### src/hw/rtl/ctls_pkg.sv
// ----------------------------------------------------------------------------
// ctls_pkg
// Shared types and codes for the token scanner: scan modes, token kinds,
// error codes and the result and result-group records.
// ----------------------------------------------------------------------------
package ctls_pkg;

  typedef enum logic [2:0] {
    MODE_IDLE,
    MODE_NUM,
    MODE_IDENT,
    MODE_EQ,
    MODE_BANG,
    MODE_LT,
    MODE_GT,
    MODE_DROP
  } mode_e;

  localparam logic [4:0] KIND_NUM    = 5'd0;
  localparam logic [4:0] KIND_IDENT  = 5'd1;
  localparam logic [4:0] KIND_IF     = 5'd2;
  localparam logic [4:0] KIND_ELSE   = 5'd3;
  localparam logic [4:0] KIND_WHILE  = 5'd4;
  localparam logic [4:0] KIND_PLUS   = 5'd5;
  localparam logic [4:0] KIND_MINUS  = 5'd6;
  localparam logic [4:0] KIND_STAR   = 5'd7;
  localparam logic [4:0] KIND_SLASH  = 5'd8;
  localparam logic [4:0] KIND_LPAREN = 5'd9;
  localparam logic [4:0] KIND_RPAREN = 5'd10;
  localparam logic [4:0] KIND_LBRACE = 5'd11;
  localparam logic [4:0] KIND_RBRACE = 5'd12;
  localparam logic [4:0] KIND_SEMI   = 5'd13;
  localparam logic [4:0] KIND_ASSIGN = 5'd14;
  localparam logic [4:0] KIND_EQ     = 5'd15;
  localparam logic [4:0] KIND_NEQ    = 5'd16;
  localparam logic [4:0] KIND_LT     = 5'd17;
  localparam logic [4:0] KIND_LE     = 5'd18;
  localparam logic [4:0] KIND_GT     = 5'd19;
  localparam logic [4:0] KIND_GE     = 5'd20;
  localparam logic [4:0] KIND_END    = 5'd21;
  localparam logic [4:0] KIND_ERR    = 5'd22;

  localparam logic [1:0] ERR_NONE  = 2'd0;
  localparam logic [1:0] ERR_UNEXP = 2'd1;
  localparam logic [1:0] ERR_BANG  = 2'd2;

  localparam int unsigned MAX_RES = 3;

  typedef struct packed {
    logic [4:0]  kind;
    logic [15:0] start;
    logic [7:0]  length;
    logic [1:0]  err;
    logic [7:0]  bad;
  } res_t;

  // All results caused by one input byte; cnt is 1..MAX_RES when queued.
  typedef struct packed {
    res_t [MAX_RES-1:0] res;
    logic [1:0]         cnt;
  } grp_t;

endpackage

### src/hw/rtl/ctls_front.sv
// ----------------------------------------------------------------------------
// ctls_front
// Scanner front end: accepts one byte per transaction, advances the scan
// state and pushes the group of tokens the byte completes into the queue.
// ----------------------------------------------------------------------------
module ctls_front #(
  parameter logic [15:0] POS_LIMIT = 16'hFFFF,
  parameter logic [7:0]  LEN_LIMIT = 8'hFF
) (
  input  logic          clk_i,
  input  logic          rst_ni,
  input  logic          in_valid_i,
  output logic          in_ready_o,
  input  logic [7:0]    data_byte_i,
  input  logic          last_byte_i,
  input  logic          space_i,
  output logic          push_o,
  output ctls_pkg::grp_t grp_o
);
  import ctls_pkg::*;

  typedef struct packed {
    logic  hit;
    res_t  r;
    mode_e mode;
  } flush_t;

  function automatic res_t mk_res(logic [4:0] kind, logic [15:0] start,
                                  logic [7:0] length, logic [1:0] err,
                                  logic [7:0] bad);
    res_t r;
    r.kind   = kind;
    r.start  = start;
    r.length = length;
    r.err    = err;
    r.bad    = bad;
    return r;
  endfunction

  function automatic grp_t add_res(grp_t g, res_t r);
    grp_t o;
    o = g;
    if (g.cnt != 2'd3) begin
      o.res[g.cnt] = r;
      o.cnt        = g.cnt + 2'd1;
    end
    return o;
  endfunction

  function automatic logic is_digit(logic [7:0] c);
    return (c >= "0") && (c <= "9");
  endfunction

  function automatic logic is_alpha(logic [7:0] c);
    return ((c >= "a") && (c <= "z")) || ((c >= "A") && (c <= "Z"));
  endfunction

  function automatic logic is_space(logic [7:0] c);
    return (c == " ") || ((c >= 8'd9) && (c <= 8'd13));
  endfunction

  function automatic logic [4:0] single_kind(logic [7:0] c);
    logic [4:0] k;
    unique case (c)
      "+":     k = KIND_PLUS;
      "-":     k = KIND_MINUS;
      "*":     k = KIND_STAR;
      "/":     k = KIND_SLASH;
      "(":     k = KIND_LPAREN;
      ")":     k = KIND_RPAREN;
      "{":     k = KIND_LBRACE;
      "}":     k = KIND_RBRACE;
      ";":     k = KIND_SEMI;
      default: k = KIND_NUM;
    endcase
    return k;
  endfunction

  // bit 0: if, bit 1: else, bit 2: while
  function automatic logic [2:0] kw_match(logic [7:0] pl, logic [7:0] c);
    logic [2:0] m;
    m[0] = (pl == 8'd0 && c == "i") || (pl == 8'd1 && c == "f");
    m[1] = (pl == 8'd0 && c == "e") || (pl == 8'd1 && c == "l") ||
           (pl == 8'd2 && c == "s") || (pl == 8'd3 && c == "e");
    m[2] = (pl == 8'd0 && c == "w") || (pl == 8'd1 && c == "h") ||
           (pl == 8'd2 && c == "i") || (pl == 8'd3 && c == "l") ||
           (pl == 8'd4 && c == "e");
    return m;
  endfunction

  function automatic logic [4:0] ident_kind(logic [7:0] pl, logic [2:0] kw);
    logic [4:0] k;
    k = KIND_IDENT;
    if (kw[0] && pl == 8'd2) k = KIND_IF;
    if (kw[1] && pl == 8'd4) k = KIND_ELSE;
    if (kw[2] && pl == 8'd5) k = KIND_WHILE;
    return k;
  endfunction

  function automatic flush_t flush_f(mode_e m, logic [15:0] ps, logic [7:0] pl,
                                     logic [2:0] kw);
    flush_t f;
    f.hit  = 1'b1;
    f.mode = MODE_IDLE;
    f.r    = mk_res(KIND_NUM, ps, pl, ERR_NONE, 8'd0);
    unique case (m)
      MODE_NUM:   f.r.kind = KIND_NUM;
      MODE_IDENT: f.r.kind = ident_kind(pl, kw);
      MODE_EQ:    f.r = mk_res(KIND_ASSIGN, ps, 8'd1, ERR_NONE, 8'd0);
      MODE_LT:    f.r = mk_res(KIND_LT, ps, 8'd1, ERR_NONE, 8'd0);
      MODE_GT:    f.r = mk_res(KIND_GT, ps, 8'd1, ERR_NONE, 8'd0);
      MODE_BANG: begin
        f.r    = mk_res(KIND_ERR, ps, 8'd1, ERR_BANG, "!");
        f.mode = MODE_DROP;
      end
      MODE_IDLE:  f.hit = 1'b0;
      MODE_DROP: begin
        f.hit  = 1'b0;
        f.mode = MODE_DROP;
      end
    endcase
    return f;
  endfunction

  mode_e       mode_q, mode_d;
  logic [15:0] pos_q, pos_d;
  logic [15:0] pstart_q, pstart_d;
  logic [7:0]  plen_q, plen_d;
  logic [2:0]  kw_q, kw_d;

  grp_t        grp;
  flush_t      fl;
  logic        used;
  logic        two_hit;
  logic [4:0]  two_kind;
  logic [4:0]  kind1;
  logic [15:0] end_pos;
  logic        accept;

  assign in_ready_o = space_i;
  assign accept     = in_valid_i && space_i;

  always_comb begin
    mode_d   = mode_q;
    pstart_d = pstart_q;
    plen_d   = plen_q;
    kw_d     = kw_q;
    pos_d    = pos_q;
    grp      = '0;
    fl       = '0;
    used     = 1'b0;
    two_hit  = 1'b0;
    two_kind = KIND_EQ;
    kind1    = single_kind(data_byte_i);
    end_pos  = (pos_q < POS_LIMIT) ? pos_q + 16'd1 : POS_LIMIT;

    unique case (mode_q)
      MODE_DROP: used = 1'b1;
      MODE_NUM: begin
        if (is_digit(data_byte_i)) begin
          if (plen_q < LEN_LIMIT) plen_d = plen_q + 8'd1;
          used = 1'b1;
        end else begin
          fl = flush_f(mode_q, pstart_q, plen_q, kw_q);
          if (fl.hit) grp = add_res(grp, fl.r);
          mode_d = fl.mode;
        end
      end
      MODE_IDENT: begin
        if (is_alpha(data_byte_i) || is_digit(data_byte_i) || data_byte_i == "_") begin
          kw_d = kw_q & kw_match(plen_q, data_byte_i);
          if (plen_q < LEN_LIMIT) plen_d = plen_q + 8'd1;
          used = 1'b1;
        end else begin
          fl = flush_f(mode_q, pstart_q, plen_q, kw_q);
          if (fl.hit) grp = add_res(grp, fl.r);
          mode_d = fl.mode;
        end
      end
      MODE_EQ: begin
        two_hit  = 1'b1;
        two_kind = KIND_EQ;
      end
      MODE_LT: begin
        two_hit  = 1'b1;
        two_kind = KIND_LE;
      end
      MODE_GT: begin
        two_hit  = 1'b1;
        two_kind = KIND_GE;
      end
      MODE_BANG: begin
        two_hit  = 1'b1;
        two_kind = KIND_NEQ;
      end
      MODE_IDLE: ;
    endcase

    if (two_hit) begin
      if (data_byte_i == "=") begin
        grp    = add_res(grp, mk_res(two_kind, pstart_q, 8'd2, ERR_NONE, 8'd0));
        mode_d = MODE_IDLE;
        used   = 1'b1;
      end else begin
        fl = flush_f(mode_q, pstart_q, plen_q, kw_q);
        if (fl.hit) grp = add_res(grp, fl.r);
        mode_d = fl.mode;
        // the byte after a lone '!' is swallowed
        if (mode_q == MODE_BANG) used = 1'b1;
      end
    end

    if (!used) begin
      priority if (data_byte_i == 8'd0) begin
        grp    = add_res(grp, mk_res(KIND_END, pos_q, 8'd0, ERR_NONE, 8'd0));
        mode_d = MODE_DROP;
      end else if (is_space(data_byte_i)) begin
      end else if (is_digit(data_byte_i)) begin
        mode_d   = MODE_NUM;
        pstart_d = pos_q;
        plen_d   = 8'd1;
      end else if (is_alpha(data_byte_i)) begin
        mode_d   = MODE_IDENT;
        pstart_d = pos_q;
        plen_d   = 8'd1;
        kw_d     = {data_byte_i == "w", data_byte_i == "e", data_byte_i == "i"};
      end else if (kind1 != KIND_NUM) begin
        grp = add_res(grp, mk_res(kind1, pos_q, 8'd1, ERR_NONE, 8'd0));
      end else if (data_byte_i == "=") begin
        mode_d   = MODE_EQ;
        pstart_d = pos_q;
        plen_d   = 8'd1;
      end else if (data_byte_i == "<") begin
        mode_d   = MODE_LT;
        pstart_d = pos_q;
        plen_d   = 8'd1;
      end else if (data_byte_i == ">") begin
        mode_d   = MODE_GT;
        pstart_d = pos_q;
        plen_d   = 8'd1;
      end else if (data_byte_i == "!") begin
        mode_d   = MODE_BANG;
        pstart_d = pos_q;
        plen_d   = 8'd1;
      end else begin
        grp    = add_res(grp, mk_res(KIND_ERR, pos_q, 8'd1, ERR_UNEXP, data_byte_i));
        mode_d = MODE_DROP;
      end
    end

    if (last_byte_i) begin
      if (mode_d != MODE_DROP) begin
        fl = flush_f(mode_d, pstart_d, plen_d, kw_d);
        if (fl.hit) grp = add_res(grp, fl.r);
        if (fl.mode != MODE_DROP) begin
          grp = add_res(grp, mk_res(KIND_END, end_pos, 8'd0, ERR_NONE, 8'd0));
        end
      end
      mode_d   = MODE_IDLE;
      pos_d    = 16'd0;
      pstart_d = 16'd0;
      plen_d   = 8'd0;
      kw_d     = 3'd0;
    end else if (pos_q < POS_LIMIT) begin
      pos_d = pos_q + 16'd1;
    end
  end

  assign push_o = accept && (grp.cnt != 2'd0);
  assign grp_o  = grp;

  always_ff @(posedge clk_i or negedge rst_ni) begin
    if (!rst_ni) begin
      mode_q   <= MODE_IDLE;
      pos_q    <= 16'd0;
      pstart_q <= 16'd0;
      plen_q   <= 8'd0;
      kw_q     <= 3'd0;
    end else if (accept) begin
      mode_q   <= mode_d;
      pos_q    <= pos_d;
      pstart_q <= pstart_d;
      plen_q   <= plen_d;
      kw_q     <= kw_d;
    end
  end

endmodule

### src/hw/rtl/ctls_fifo.sv
// ----------------------------------------------------------------------------
// ctls_fifo
// Two-entry queue of result groups between the scanner front end and the
// output stage.
// ----------------------------------------------------------------------------
module ctls_fifo (
  input  logic           clk_i,
  input  logic           rst_ni,
  input  logic           push_i,
  input  ctls_pkg::grp_t push_data_i,
  output logic           space_o,
  input  logic           pop_i,
  output logic           valid_o,
  output ctls_pkg::grp_t pop_data_o
);
  import ctls_pkg::*;

  grp_t       mem_q [2];
  logic       wr_ptr_q;
  logic       rd_ptr_q;
  logic [1:0] count_q;

  assign space_o    = (count_q != 2'd2);
  assign valid_o    = (count_q != 2'd0);
  assign pop_data_o = mem_q[rd_ptr_q];

  always_ff @(posedge clk_i) begin
    if (push_i) mem_q[wr_ptr_q] <= push_data_i;
  end

  always_ff @(posedge clk_i or negedge rst_ni) begin
    if (!rst_ni) begin
      wr_ptr_q <= 1'b0;
      rd_ptr_q <= 1'b0;
      count_q  <= 2'd0;
    end else begin
      if (push_i) wr_ptr_q <= ~wr_ptr_q;
      if (pop_i) rd_ptr_q <= ~rd_ptr_q;
      if (push_i && !pop_i) begin
        count_q <= count_q + 2'd1;
      end else if (pop_i && !push_i) begin
        count_q <= count_q - 2'd1;
      end
    end
  end

endmodule

### src/hw/rtl/ctls_back.sv
// ----------------------------------------------------------------------------
// ctls_back
// Output stage: takes one result group from the queue and hands its results
// out one transaction at a time, flagging the last of the group.
// ----------------------------------------------------------------------------
module ctls_back (
  input  logic           clk_i,
  input  logic           rst_ni,
  input  logic           q_valid_i,
  input  ctls_pkg::grp_t q_data_i,
  output logic           q_pop_o,
  output logic           out_valid_o,
  input  logic           out_ready_i,
  output ctls_pkg::res_t res_o,
  output logic           run_end_o
);
  import ctls_pkg::*;

  grp_t       grp_q;
  logic       valid_q;
  logic [1:0] idx_q;
  logic       last_res;
  logic       take;

  assign last_res    = (idx_q == grp_q.cnt - 2'd1);
  assign take        = !valid_q || (out_ready_i && last_res);
  assign q_pop_o     = take && q_valid_i;
  assign out_valid_o = valid_q;
  assign res_o       = grp_q.res[idx_q];
  assign run_end_o   = last_res;

  always_ff @(posedge clk_i) begin
    if (q_pop_o) grp_q <= q_data_i;
  end

  always_ff @(posedge clk_i or negedge rst_ni) begin
    if (!rst_ni) begin
      valid_q <= 1'b0;
      idx_q   <= 2'd0;
    end else if (take) begin
      valid_q <= q_valid_i;
      idx_q   <= 2'd0;
    end else if (out_ready_i) begin
      idx_q <= idx_q + 2'd1;
    end
  end

endmodule

### src/hw/rtl/c_like_token_scanner.sv
// Streaming scanner for a small C-like language. One source byte is taken per
// clock cycle while the two-entry result queue has room; the byte's tokens are
// worked out in the same cycle and queued as one group. The output stage hands
// out one token per cycle while out_ready_i is high, so a byte that completes
// two or three tokens holds the output until all are taken, and input backs up
// once the queue is full. A byte's tokens pass from the result queue into the
// output stage's group register before they are presented at the output.
// Input and output stall independently.
// ----------------------------------------------------------------------------
// c_like_token_scanner
// Top level: byte scanner front end, result queue and output stage.
// ----------------------------------------------------------------------------
module c_like_token_scanner #(
  parameter int unsigned MAX_INPUT_BYTES  = 65536,
  parameter int unsigned MAX_TOKEN_LENGTH = 255
) (
  input  logic        clk_i,
  input  logic        rst_ni,
  input  logic        in_valid_i,
  output logic        in_ready_o,
  input  logic [7:0]  data_byte_i,
  input  logic        last_byte_i,
  output logic        out_valid_o,
  input  logic        out_ready_i,
  output logic [4:0]  token_kind_o,
  output logic [15:0] token_start_o,
  output logic [7:0]  token_length_o,
  output logic [1:0]  error_code_o,
  output logic [7:0]  bad_char_o,
  output logic        run_end_o
);
  import ctls_pkg::*;

  localparam int unsigned POS_LIMIT_INT =
    (MAX_INPUT_BYTES - 1 < 65535) ? MAX_INPUT_BYTES - 1 : 65535;
  localparam int unsigned LEN_LIMIT_INT =
    (MAX_TOKEN_LENGTH < 255) ? MAX_TOKEN_LENGTH : 255;

  logic space;
  logic push;
  grp_t push_grp;
  logic q_valid;
  grp_t q_grp;
  logic q_pop;
  res_t res;

  ctls_front #(
    .POS_LIMIT(16'(POS_LIMIT_INT)),
    .LEN_LIMIT(8'(LEN_LIMIT_INT))
  ) u_front (
    .clk_i      (clk_i),
    .rst_ni     (rst_ni),
    .in_valid_i (in_valid_i),
    .in_ready_o (in_ready_o),
    .data_byte_i(data_byte_i),
    .last_byte_i(last_byte_i),
    .space_i    (space),
    .push_o     (push),
    .grp_o      (push_grp)
  );

  ctls_fifo u_fifo (
    .clk_i      (clk_i),
    .rst_ni     (rst_ni),
    .push_i     (push),
    .push_data_i(push_grp),
    .space_o    (space),
    .pop_i      (q_pop),
    .valid_o    (q_valid),
    .pop_data_o (q_grp)
  );

  ctls_back u_back (
    .clk_i      (clk_i),
    .rst_ni     (rst_ni),
    .q_valid_i  (q_valid),
    .q_data_i   (q_grp),
    .q_pop_o    (q_pop),
    .out_valid_o(out_valid_o),
    .out_ready_i(out_ready_i),
    .res_o      (res),
    .run_end_o  (run_end_o)
  );

  assign token_kind_o   = res.kind;
  assign token_start_o  = res.start;
  assign token_length_o = res.length;
  assign error_code_o   = res.err;
  assign bad_char_o     = res.bad;

  a_end_shape: assert property (@(posedge clk_i) disable iff (!rst_ni)
    out_valid_o && token_kind_o == KIND_END |->
      token_length_o == 8'd0 && error_code_o == ERR_NONE && run_end_o)
    else $error("END token malformed");

  a_err_shape: assert property (@(posedge clk_i) disable iff (!rst_ni)
    out_valid_o && token_kind_o == KIND_ERR |->
      error_code_o != ERR_NONE && token_length_o == 8'd1 && run_end_o)
    else $error("error token malformed");

  a_ok_clean: assert property (@(posedge clk_i) disable iff (!rst_ni)
    out_valid_o && token_kind_o != KIND_ERR |->
      error_code_o == ERR_NONE && bad_char_o == 8'd0)
    else $error("error fields set on a regular token");

  a_group_cont: assert property (@(posedge clk_i) disable iff (!rst_ni)
    out_valid_o && out_ready_i && !run_end_o |=> out_valid_o)
    else $error("result group cut short");

endmodule

### config.mk
export PLATFORM = sky130hd
export DESIGN_NAME = c_like_token_scanner
export DESIGN_NICKNAME = d
export VERILOG_FILES = /design/src/hw/rtl/ctls_pkg.sv /design/src/hw/rtl/ctls_front.sv /design/src/hw/rtl/ctls_fifo.sv /design/src/hw/rtl/ctls_back.sv /design/src/hw/rtl/c_like_token_scanner.sv
export SDC_FILE = /design/constraint.sdc
export NUM_CORES = 1
export LEC_CHECK = 0
export BUFFER_PORTS_ARGS = -buffer_cell sky130_fd_sc_hd__buf_4
export CORE_AREA = 2 2 313 253
export CTS_BUF_LIST = sky130_fd_sc_hd__clkbuf_8
export DETAILED_ROUTE_END_ITERATION = 10
export DIE_AREA = 0 0 315 255
export RECOVER_POWER = 50
export SYNTH_ARGS = -nofsm -noshare
export SYNTH_HDL_FRONTEND = slang
export SYNTH_SLANG_ARGS = --single-unit
### constraint.sdc
create_clock -name clk_i -period 16.5 [get_ports clk_i]
set_input_delay 0 -clock clk_i [delete_from_list [all_inputs] [get_ports clk_i]]
set_output_delay 0 -clock clk_i [all_outputs]
set_load 0.02 [all_outputs]
==> run summary, run 1 <==
pin count of the biggest net entering global routing -> 80
IO Port Bufs -> 54
total gr overflow -> 0
share of cells above drive strength 1 -> 14.9%
area of the multi-input gates -> 6820 um2
slowest CP cell -> clkbuf_1
Final nets -> 1593
flops & latches, synth -> 410
register area -> 12000 um2
CP Launch Type -> flop
sequential area share after synthesis -> 62.7%
switching power total -> 1.70 mW
Routed Antenna Nets -> 0
Power Dens Cells -> 199 nW/um2
Resized cells post-CTS -> 0
critical path, cell by cell -> clkbuf_1 > nand2b_1 > o21ai_0 > nand2_1 > nand2_1 > o21ai_0 > clkinvlp_2 > clkbuf_1
Starting DRT DRC Count -> 1373
CTS buffer count -> 70
Worst EP required -> 16410 ps
logic gate share of total power -> 38.9%
Detailed Routing Iterations Pass 1 -> 6
Max-slew headroom -> -224%
final setup TNS -> 0 ps
die width -> 315 um
Internal -> 2.69 mW
fin. max-slew vios -> 415
htree depth -> 3
Post-route DRC -> 0
main flop type after synthesis -> edfxtp_1
Mapped Avg Cell Area -> 12.9 um2
first-pass GRT wire length -> 80000 um
via/cell ratio -> 4.88
fraction of registers with async set/reset -> 12.9%
initial core utilization -> 24.7%
clock skew -> 43.2 ps
Area Overhead vs Synth -> 14.7%
max incr delay on CP -> 2680 ps
DP Wirelength -> 34000 um
Final period util -> 54.4%
TritonCTS clock tree -> done
Hold Crit Class -> input pin to flop
unrepaired setup endpoints after global routing -> false
CP top delay family -> buffers and inverters
Sequential Power Share -> 41.0%
worst-margin pin slew -> 4870 ps
vias in the first global route -> 12.8k
Root Buffer Master -> clkbuf_8
DRT Wirelength -> 52400 um
setup violators final -> 0
vias -> 13.0k
worst-skew pair later-pin latency -> 660 ps
switching share of total power -> 38.8%
clock sink count -> 410
cells after synthesis -> 1490
Final Hold Vio Count -> 0
Max VDD drop -> 0.106 mV
routed len/inst -> 19.6 um
crit-path max FO -> 61
Clk pwr share -> 20.1%
Die H -> 255 um
yosys warns -> 0
Rows -> 92
failing checks -> capacitance limit, slew limit
MaxCap Viol Count -> 8
initial antenna violation count -> 4
Tot Pwr -> 4.40 mW
I/O pins -> 55
Die ar. -> 80300 um2
CP bufs+invs -> 3
final worst path period need -> 8980 ps
crit path kind -> flop to flop
fmax -> 111 MHz
number of synthesized flops with an enable pin -> 357
GR Util All Layers -> 13.0%
total core area -> 77700 um2
Post-Syn Area -> 19200 um2
Layout fillers -> 7892
CP Capture Type -> flop
status -> complete, but fails checks
gpl congestion -> 0.855
Max clock buf depth -> 3
Critical Path AT -> 8890 ps
Static Leak -> 7.59 nW
clk slew on worst S/H paths -> 60 ps
Yosys cell types -> 85
cell families (layout without fill, tap and decap cells):
| family | after synthesis | count (layout) | synth area share (%) |
|---|---|---|---|
| xor+xnor | 23 | 23 | 1.05 |
| buf+inv | 114 | 226 | 2.49 |
| mux | 194 | 194 | 10.9 |
| flops | 410 | 410 | 62.7 |
| fa+ha+maj | 7 | 7 | 0.456 |
| simple gates | 395 | 395 | 10.2 |
| other cells | 1 | 30 | 0.0195 |
| compound gates | 346 | 346 | 12.2 |
flip-flops by register name (all words and copies together) (netlist names):
register and count:
u_back.grp_q 119, u_back.out_valid_o 1, u_fifo.wr_ptr_q 1, u_fifo.mem_q 238, u_front.kw_q 3, u_front.pstart_q 16
u_front.pos_q 16, u_fifo.rd_ptr_q 1, u_back.idx_q 2, u_front.mode_q 3, u_fifo.count_q 2, u_front.plen_q 8
Yosys cell counts, drive strengths merged, types with 9 or more instances:
master  count  share of area, %
nor2b      10              0.33
nand3      23              0.60
o22ai      15              0.49
nand2     153               3.0
o21ai     125               3.3
and3       19              0.64
buf        20              0.66
a221oi     34               1.5
edfxtp    357                56
a31oi      13              0.42
mux2      120               7.0
a22o       14              0.64
nor2       78               1.5
nand2b     12              0.39
and2       25              0.81
nor3       22              0.57
inv        12              0.23
nor4       12              0.57
xnor2       9              0.41
dfrtp      53               6.9
xor2       14              0.64
mux2i      74               3.9
clkbuf     81               1.6
a21oi      41               1.1
a211oi     20              0.78
area by class of cell:
type / count / share of cell area, %
Sequential cell: 410 / 54.6
Multi-Input combinational cell: 993 / 30.9
Tap cell: 1034 / 5.87
Clock buffer: 73 / 4.56
Timing Repair Buffer: 85 / 2.21
Clock inverter: 55 / 1.57
Inverter: 13 / 0.227
Antenna cell: 2 / 0.0227
routing by layer:
metal	vias up	routed length, um	global-route usage, %
met5	-	17	0
met4	2	1030	3.39
met3	98	4400	3.57
met1	6479	24600	18.6
met2	517	22300	19.2
li1	5896	-	-
cells in the final DEF (no fill, tap or decap), types with 40 or more instances in the layout:
master,count
clkbuf_8,73
a21oi_1,40
nand2_1,153
edfxtp_1,357
dfrtp_1,52
clkbuf_1,49
mux2_2,99
mux2i_1,74
nor2_1,77
o21ai_0,124
worst min-delay path, cell delays in order:
cell and delay [ps]:
buf_4 180, inv_1 270, nor4_1 130
power groups by stage:
stage	clock, mW	sequential, mW	combinational, mW
finish	0.884	1.80	1.71
global placement	0	1.80	1.72
CTS	0.909	1.79	1.75
floorplan	0	1.79	1.15
global route	0.956	1.84	1.86
detailed placement	0	1.81	1.74
repair_timing:
item / CTS / global route
hold endpoints to repair: 125 / 0
buffers inserted: 0 / 0
setup endpoints to repair: 0 / 0
hold buffers: 13 / 0
worst paths after layout:
check	start	to	slack, ps	cells past startpoint
worst max-delay path	u_back.idx_q[0]	u_back.grp_q[82]	7520	8
min in group asynchronous	rst_ni	u_front.pos_q[14]	1020	2
worst max register to register	u_back.idx_q[0]	u_back.grp_q[82]	7520	8
max in group asynchronous	rst_ni	u_back.idx_q[0]	13390	2
worst min-delay path	data_byte_i[1]	u_fifo.mem_q[1][3]	110	3
worst min register to register	u_front.pstart_q[14]	u_front.pstart_q[14]	510	2
through the flow:
stage               hold WS (ps)  util [%]  worst slack (ps)  cell area [um2]  instances
finish                       108      28.4              7520            22100       2665
global route                72.9      28.4              6460            22100       2665
CTS                         2.81      28.6             10350            22200       2663
detailed placement           142      26.7             10250            20800       2522
global placement             147      26.7             10240            20800       2522
floorplan                   -296         -              7340            19300       1517
Note: power is estimated with default switching activity, not from simulation.
==> inputs of run 2 (changes only) <==
- clock period: 16.5 -> 9.3 ns (I/O delays scaled with it)
==> run 2 against run 1 <==
Net effect:
- the run still ends with capacitance limit, slew limit left
- utilization barely moved
- first-iteration DRC count up 13%
- die area unchanged
- via count hardly changed
- sequential power increased by 78%
- global-route usage about the same
- clock power is 83% higher
- largest cell class unchanged
- highest routed layer unchanged
==> run summary, run 2 (same netlist as run 1, synthesis figures left out) <==
max reg flops -> 238 (unchanged)
MaxCap Viol Count -> 7 (-1)
Final nets -> 1593 (unchanged)
Worst EP required -> 9530 ps (-6880 ps)
Final period util -> 74.1% (+20 points)
pin count of the biggest net entering global routing -> 75 (-6.3%)
Detailed Routing Iterations Pass 1 -> 5 (-1)
Critical Path AT -> 7120 ps (-1770 ps)
worst-skew pair later-pin latency -> 660 ps (about the same)
most frequent cells in the layout -> edfxtp_1 (357), nand2_1 (153), o21ai_0 (124)
Die ar. -> 80300 um2 (unchanged)
unrepaired setup endpoints after global routing -> false
gpl congestion -> 0.863 (+0.99%)
htree depth -> 3 (unchanged)
share of cells above drive strength 1 -> 15.3% (+0.44 points)
total gr overflow -> 0 (unchanged)
status -> complete, but fails checks
clk slew on worst S/H paths -> 60 ps (about the same)
Area Overhead vs Synth -> 14.9%
clock skew -> 52.1 ps (+8.90 ps)
worst-margin pin slew -> 4220 ps (-646 ps)
vias -> 13.0k (+0.0077%)
IO Port Bufs -> 54 (unchanged)
Die H -> 255 um (unchanged)
Largest regs -> u_fifo.mem_q x238, u_back.grp_q x119
Layout fillers -> 7927 (+0.44%)
Root Buffer Master -> clkbuf_8
vias in the first global route -> 12.9k (+0.57%)
final setup TNS -> 0 ps (unchanged)
DP Wirelength -> 34700 um (+1.9%)
pre-CTS WS -> 2840 ps (-7410 ps)
fmax -> 145 MHz (+30%)
Max VDD drop -> 0.163 mV (+53%)
TritonCTS clock tree -> done
die width -> 315 um (unchanged)
largest reg by FF count -> u_fifo.mem_q
crit-path max FO -> 72 (+18%)
CP Capture Type -> flop
Power Dens Cells -> 354 nW/um2 (+78%)
Core Util, Final -> 28.4% (+0.039 points)
worst r2r src -> u_back.idx_q[0]
setup violators final -> 0 (unchanged)
first-pass GRT wire length -> 80600 um (+0.73%)
initial antenna violation count -> 2 (-2)
Crit Reg-Reg Endpoint -> u_back.grp_q[63]
failing checks -> capacitance limit, slew limit
DP Cell Count -> 2522 (unchanged)
GR Util All Layers -> 13.0% (+0.045 points)
via/cell ratio -> 4.88 (about the same)
clock sink count -> 410 (unchanged)
Rows -> 92 (unchanged)
routed len/inst -> 19.8 um (+0.53%)
CTS buffer count -> 71 (+1.4%)
worst reg-to-reg setup slack -> 2410 ps (-5110 ps)
Worst Hold Path EP -> u_fifo.mem_q[1][81]
DRT Wirelength -> 52600 um (+0.49%)
final cell count without fillers -> 2664 (-0.038%)
Resized cells post-CTS -> 0 (unchanged)
total core area -> 77700 um2 (unchanged)
r2r worst-path depth -> 8 (unchanged)
crit path kind -> flop to flop
Static Leak -> 7.58 nW (-0.10%)
setup ws final -> 2410 ps (-5110 ps)
initial core utilization -> 24.7% (unchanged)
I/O pins -> 55 (unchanged)
Final Hold Vio Count -> 0 (unchanged)
Routed Antenna Nets -> 0 (unchanged)
commonest non-fill, non-tap cell in the layout -> edfxtp_1
hold path depth -> 3 (unchanged)
post-CTS setup buffers -> 0 (unchanged)
fin. max-slew vios -> 341 (-18%)
CP Launch Type -> flop
Starting DRT DRC Count -> 1548 (+13%)
Max clock buf depth -> 3 (unchanged)
Max-slew headroom -> -181% (+43 points)
Post-route DRC -> 0 (unchanged)
Hold Crit Class -> input pin to flop
worst min-delay path startpoint -> data_byte_i[1]
final worst path period need -> 6890 ps (-2090 ps)
## run 2: cell types whose count changed in the layout (fill, tap and decap cells not counted), moves of 2 or more
cell,change
clkinv_2,+3
clkinv_1,+2
inv_1,-8
clkbuf_8,+3
## run 2: cell type report
class | count | area [um2] | share of cell area [%]
Inverter | 13 | 50.0 | 0.227
Multi-Input combinational cell | 993 | 6820 | 30.9
Timing Repair Buffer | 84 | 480 | 2.18
Sequential cell | 410 | 12000 | 54.6
Clock buffer | 76 | 1050 | 4.74
Antenna cell | 2 | 5.00 | 0.0227
Clock inverter | 52 | 342 | 1.55
Tap cell | 1034 | 1290 | 5.86
## run 2: worst max path at each step
| stage | cells past startpoint | from | end |
|---|---|---|---|
| after floorplan | 13 | data_byte_i[1] | u_fifo.mem_q[0][0] |
| final | 8 | u_back.idx_q[0] | u_back.grp_q[63] |
| after detailed placement | 15 | data_byte_i[1] | u_fifo.mem_q[1][82] |
| after CTS | 16 | data_byte_i[2] | u_fifo.mem_q[1][86] |
| after global placement | 15 | data_byte_i[1] | u_fifo.mem_q[1][4] |
| after global routing | 9 | u_back.idx_q[0] | u_fifo.rd_ptr_q |
## run 2: stage by stage
step / power, mW / hold slack (ps) / instance area, um2
2_1_floorplan: 5.21 / -296 / 19300
3_3_place_gp: 6.23 / 124 / 20800
3_5_place_dp: 6.31 / 127 / 20800
4_1_cts: 7.96 / 36.1 / 22300
5_1_grt: 8.28 / 116 / 22100
6_report: 7.83 / 135 / 22100
## run 2: where the power goes
| part | switching [mW] | leakage, nW | internal [mW] | total [mW] |
|---|---|---|---|---|
| sequential | 0.229 | 4.05 | 2.97 | 3.20 |
| combinational | 2.05 | 2.75 | 0.964 | 3.01 |
| clock | 0.746 | 0.774 | 0.872 | 1.62 |
## run 2: worst max-delay path, stage by stage, from the launching register on
cell        delay [ps]
dfrtp_2            340
clkbuf_1          2630
nand3b_1           120
o21ai_0            350
nand2_1            110
nand2_1            230
o21ai_0            230
clkinvlp_2        1430
buf_4              950
## run 2: what timing repair did
action                     CTS  global route
hold buffers                12             0
hold endpoints to repair   125             0
setup endpoints to repair    0             0
## run 2: per-layer routing
layer | global-route usage (%) | wire (um) | up-vias | part of all wire (%)
met2 | 19.2 | 22400 | 565 | 43
li1 | - | - | 5885 | -
met3 | 2.78 | 4130 | 80 | 7.9
met1 | 19.0 | 25000 | 6461 | 47
met4 | 3.85 | 1090 | 2 | 2.1
met5 | 0 | 16 | - | 0.030
==> inputs of run 3 (changes only) <==
- clock period: 9.3 -> 6.42 ns (I/O delays scaled with it)
==> run 3 against run 2 <==
Net effect:
- the run still ends with capacitance limit, slew limit left
- cell count hardly changed
- die area stayed put
- critical endpoint is now u_fifo.mem_q[1][99]
- non-clock buffer count is 5 higher
- register-to-register slack worse by 1400 ps
- clock skew is 26 ps lower
- combinational power is 44% higher
- utilization is 0.056 points lower
- clock-buffer cell count is 2 lower
- first-iteration DRC count is 9.0% lower
- setup slack worse by 1500 ps
- critical path type is now input pin to flop
==> run summary, run 3 (same netlist as run 1, synthesis figures left out) <==
pre-CTS WS -> 1130 ps (-1710 ps)
Root Buffer Master -> clkbuf_8
DRT Wirelength -> 52400 um (-0.47%)
Starting DRT DRC Count -> 1408 (-9.0%)
setup ws final -> 881 ps (-1530 ps)
max reg flops -> 238 (unchanged)
CP top delay family -> simple AND/OR/NAND/NOR gates
CP Capture Type -> flop
setup violators final -> 0 (unchanged)
Max-slew headroom -> -134% (+48 points)
Critical Path AT -> 5950 ps (-1170 ps)
vias -> 13.1k (+0.59%)
initial core utilization -> 24.7% (unchanged)
Max clock buf depth -> 3 (unchanged)
Final nets -> 1597 (+0.25%)
I/O pins -> 55 (unchanged)
CP Launch Type -> input pin
fmax -> 181 MHz
critical path, cell by cell -> dlygate4sd3_1 > buf_4 > or4_1 > o221a_4 > nor3_1 > nand3_1 > a21oi_1 > clkbuf_1 > ha_1 > a211oi_1 > a21oi_1 > nor3_1 > nor3_1 > nor3_1 > nor2_1 > a32oi_2 > buf_4 > nor2_1 > a221oi_1
commonest non-fill, non-tap cell in the layout -> edfxtp_1
initial antenna violation count -> 1 (-1)
Static Leak -> 7.58 nW (about the same)
Die H -> 255 um (unchanged)
Hold Crit Class -> input pin to flop
metal3 WL -> 4320 um (+4.5%)
DP Wirelength -> 34800 um (+0.44%)
via/cell ratio -> 4.91 (+0.63%)
fin. max-slew vios -> 280 (-18%)
worst-skew pair later-pin latency -> 640 ps (-20 ps)
most frequent cells in the layout -> edfxtp_1 (357), nand2_1 (153), o21ai_0 (124)
Max VDD drop -> 0.376 mV (+130%)
r2r worst-path depth -> 11 (+3)
critical path's most frequent cell -> nor3_1
htree depth -> 3 (unchanged)
Core Util, Final -> 28.4% (-0.056 points)
vias in the first global route -> 12.9k (+0.29%)
total core area -> 77700 um2 (unchanged)
total gr overflow -> 0 (unchanged)
fin area -> 22000 um2 (-0.20%)
clk slew on worst S/H paths -> 60 ps (about the same)
Detailed Routing Iterations Pass 1 -> 6 (+1)
CP bufs+invs -> 4 (+1)
Final Hold Vio Count -> 0 (unchanged)
Area Overhead vs Synth -> 14.7%
crit-path max FO -> 26 (-64%)
IO Port Bufs -> 54 (unchanged)
clock sink count -> 410 (unchanged)
unrepaired setup endpoints after global routing -> false
Post-route DRC -> 0 (unchanged)
Tot Pwr -> 11.2 mW (+43%)
met2 wire length -> 22600 um (+0.91%)
DR top layer -> met4
final cell count without fillers -> 2663 (-0.038%)
antenna cells -> 0 (-2)
wl on met1 -> 24500 um (-2.0%)
CTS buffer count -> 70 (-1.4%)
die width -> 315 um (unchanged)
GR Util All Layers -> 13.0% (-0.022 points)
routed len/inst -> 19.7 um (-0.43%)
Worst path depth -> 19 (+11)
Power Dens Cells -> 507 nW/um2 (+43%)
WHS -> 145 ps (+10.9 ps)
TritonCTS clock tree -> done
final worst path period need -> 5540 ps
Largest regs -> u_fifo.mem_q x238, u_back.grp_q x119
Rows -> 92 (unchanged)
crit path kind -> input pin to flop
slowest CP cell -> nor3_1
hold path depth -> 4 (+1)
gpl congestion -> 0.926 (+7.3%)
pin count of the biggest net entering global routing -> 96 (+28%)
Routed Antenna Nets -> 0 (unchanged)
final setup TNS -> 0 ps (unchanged)
status -> complete, but fails checks
Worst EP required -> 6830 ps (-2700 ps)
share of cells above drive strength 1 -> 14.9% (-0.44 points)
failing checks -> capacitance limit, slew limit
worst-margin pin slew -> 3510 ps (-715 ps)
largest reg by FF count -> u_fifo.mem_q
DP Cell Count -> 2527 (+0.20%)
first-pass GRT wire length -> 80300 um (-0.34%)
clock skew -> 25.8 ps (-26.4 ps)
Final period util -> 86.3%
max incr delay on CP -> 580 ps (-2050 ps)
Die ar. -> 80300 um2 (unchanged)
dpl cell area -> 20800 um2 (+0.33%)
MaxCap Viol Count -> 6 (-1)
==> run 3: changes by cell type in the layout (fill, tap and decap cells not counted), sizes merged <==
cell / delta
clkbuf: -3
diode: -2
buf: +6
clkinv: -6
bufinv: -2
inv: +6
==> run 3: per-layer routing <==
| layer | track usage (%) | vias up |
|---|---|---|
| li1 | - | 5901 |
| met5 | 0 | - |
| met2 | 18.8 | 542 |
| met1 | 19.2 | 6544 |
| met4 | 3.55 | 0 |
| met3 | 3.03 | 83 |
==> run 3: worst paths after layout <==
check / startpoint / end / slack, ps
worst max register to register: u_front.mode_q[2] / u_fifo.mem_q[1][115] / 990
max in group asynchronous: rst_ni / u_back.idx_q[0] / 3040
worst min register to register: u_fifo.count_q[1] / u_fifo.count_q[1] / 510
worst min-delay path: data_byte_i[1] / u_front.kw_q[1] / 150
worst max-delay path: data_byte_i[2] / u_fifo.mem_q[1][99] / 880
min in group asynchronous: rst_ni / u_front.pstart_q[4] / 1130
==> run 3: final cells by class <==
cell class | instances | area, um2
clock inverter | 50 | 267
timing repair buffer | 89 | 561
inverter | 13 | 51.3
sequential | 410 | 12000
clock buffer | 74 | 1020
fill | 7964 | 55700
tap | 1034 | 1290
multi-input combinational | 993 | 6800
==> run 3: worst register-to-register path, cell delays in order, from the launching register on <==
cell and delay, ps:
dfrtp_1 670, inv_1 260, nand3_1 290, a31o_1 450
and4_1 260, clkbuf_1 1450, a221o_1 480, nor4_1 100
a31oi_1 390, o21ai_0 160, a31oi_1 400, o22ai_1 220
==> run 3: report_power, final <==
part / leakage (nW) / internal [mW] / total, mW / switching [mW]
logic: 2.79 / 1.39 / 4.34 / 2.95
registers: 4.05 / 4.29 / 4.65 / 0.358
clock network: 0.737 / 1.15 / 2.18 / 1.04
==> run 3: repair_timing <==
item	4_1_cts	5_1_grt
buffers inserted	0	0
hold buffers	12	0
resized for setup	0	0
endpoints found under the hold margin	120	0
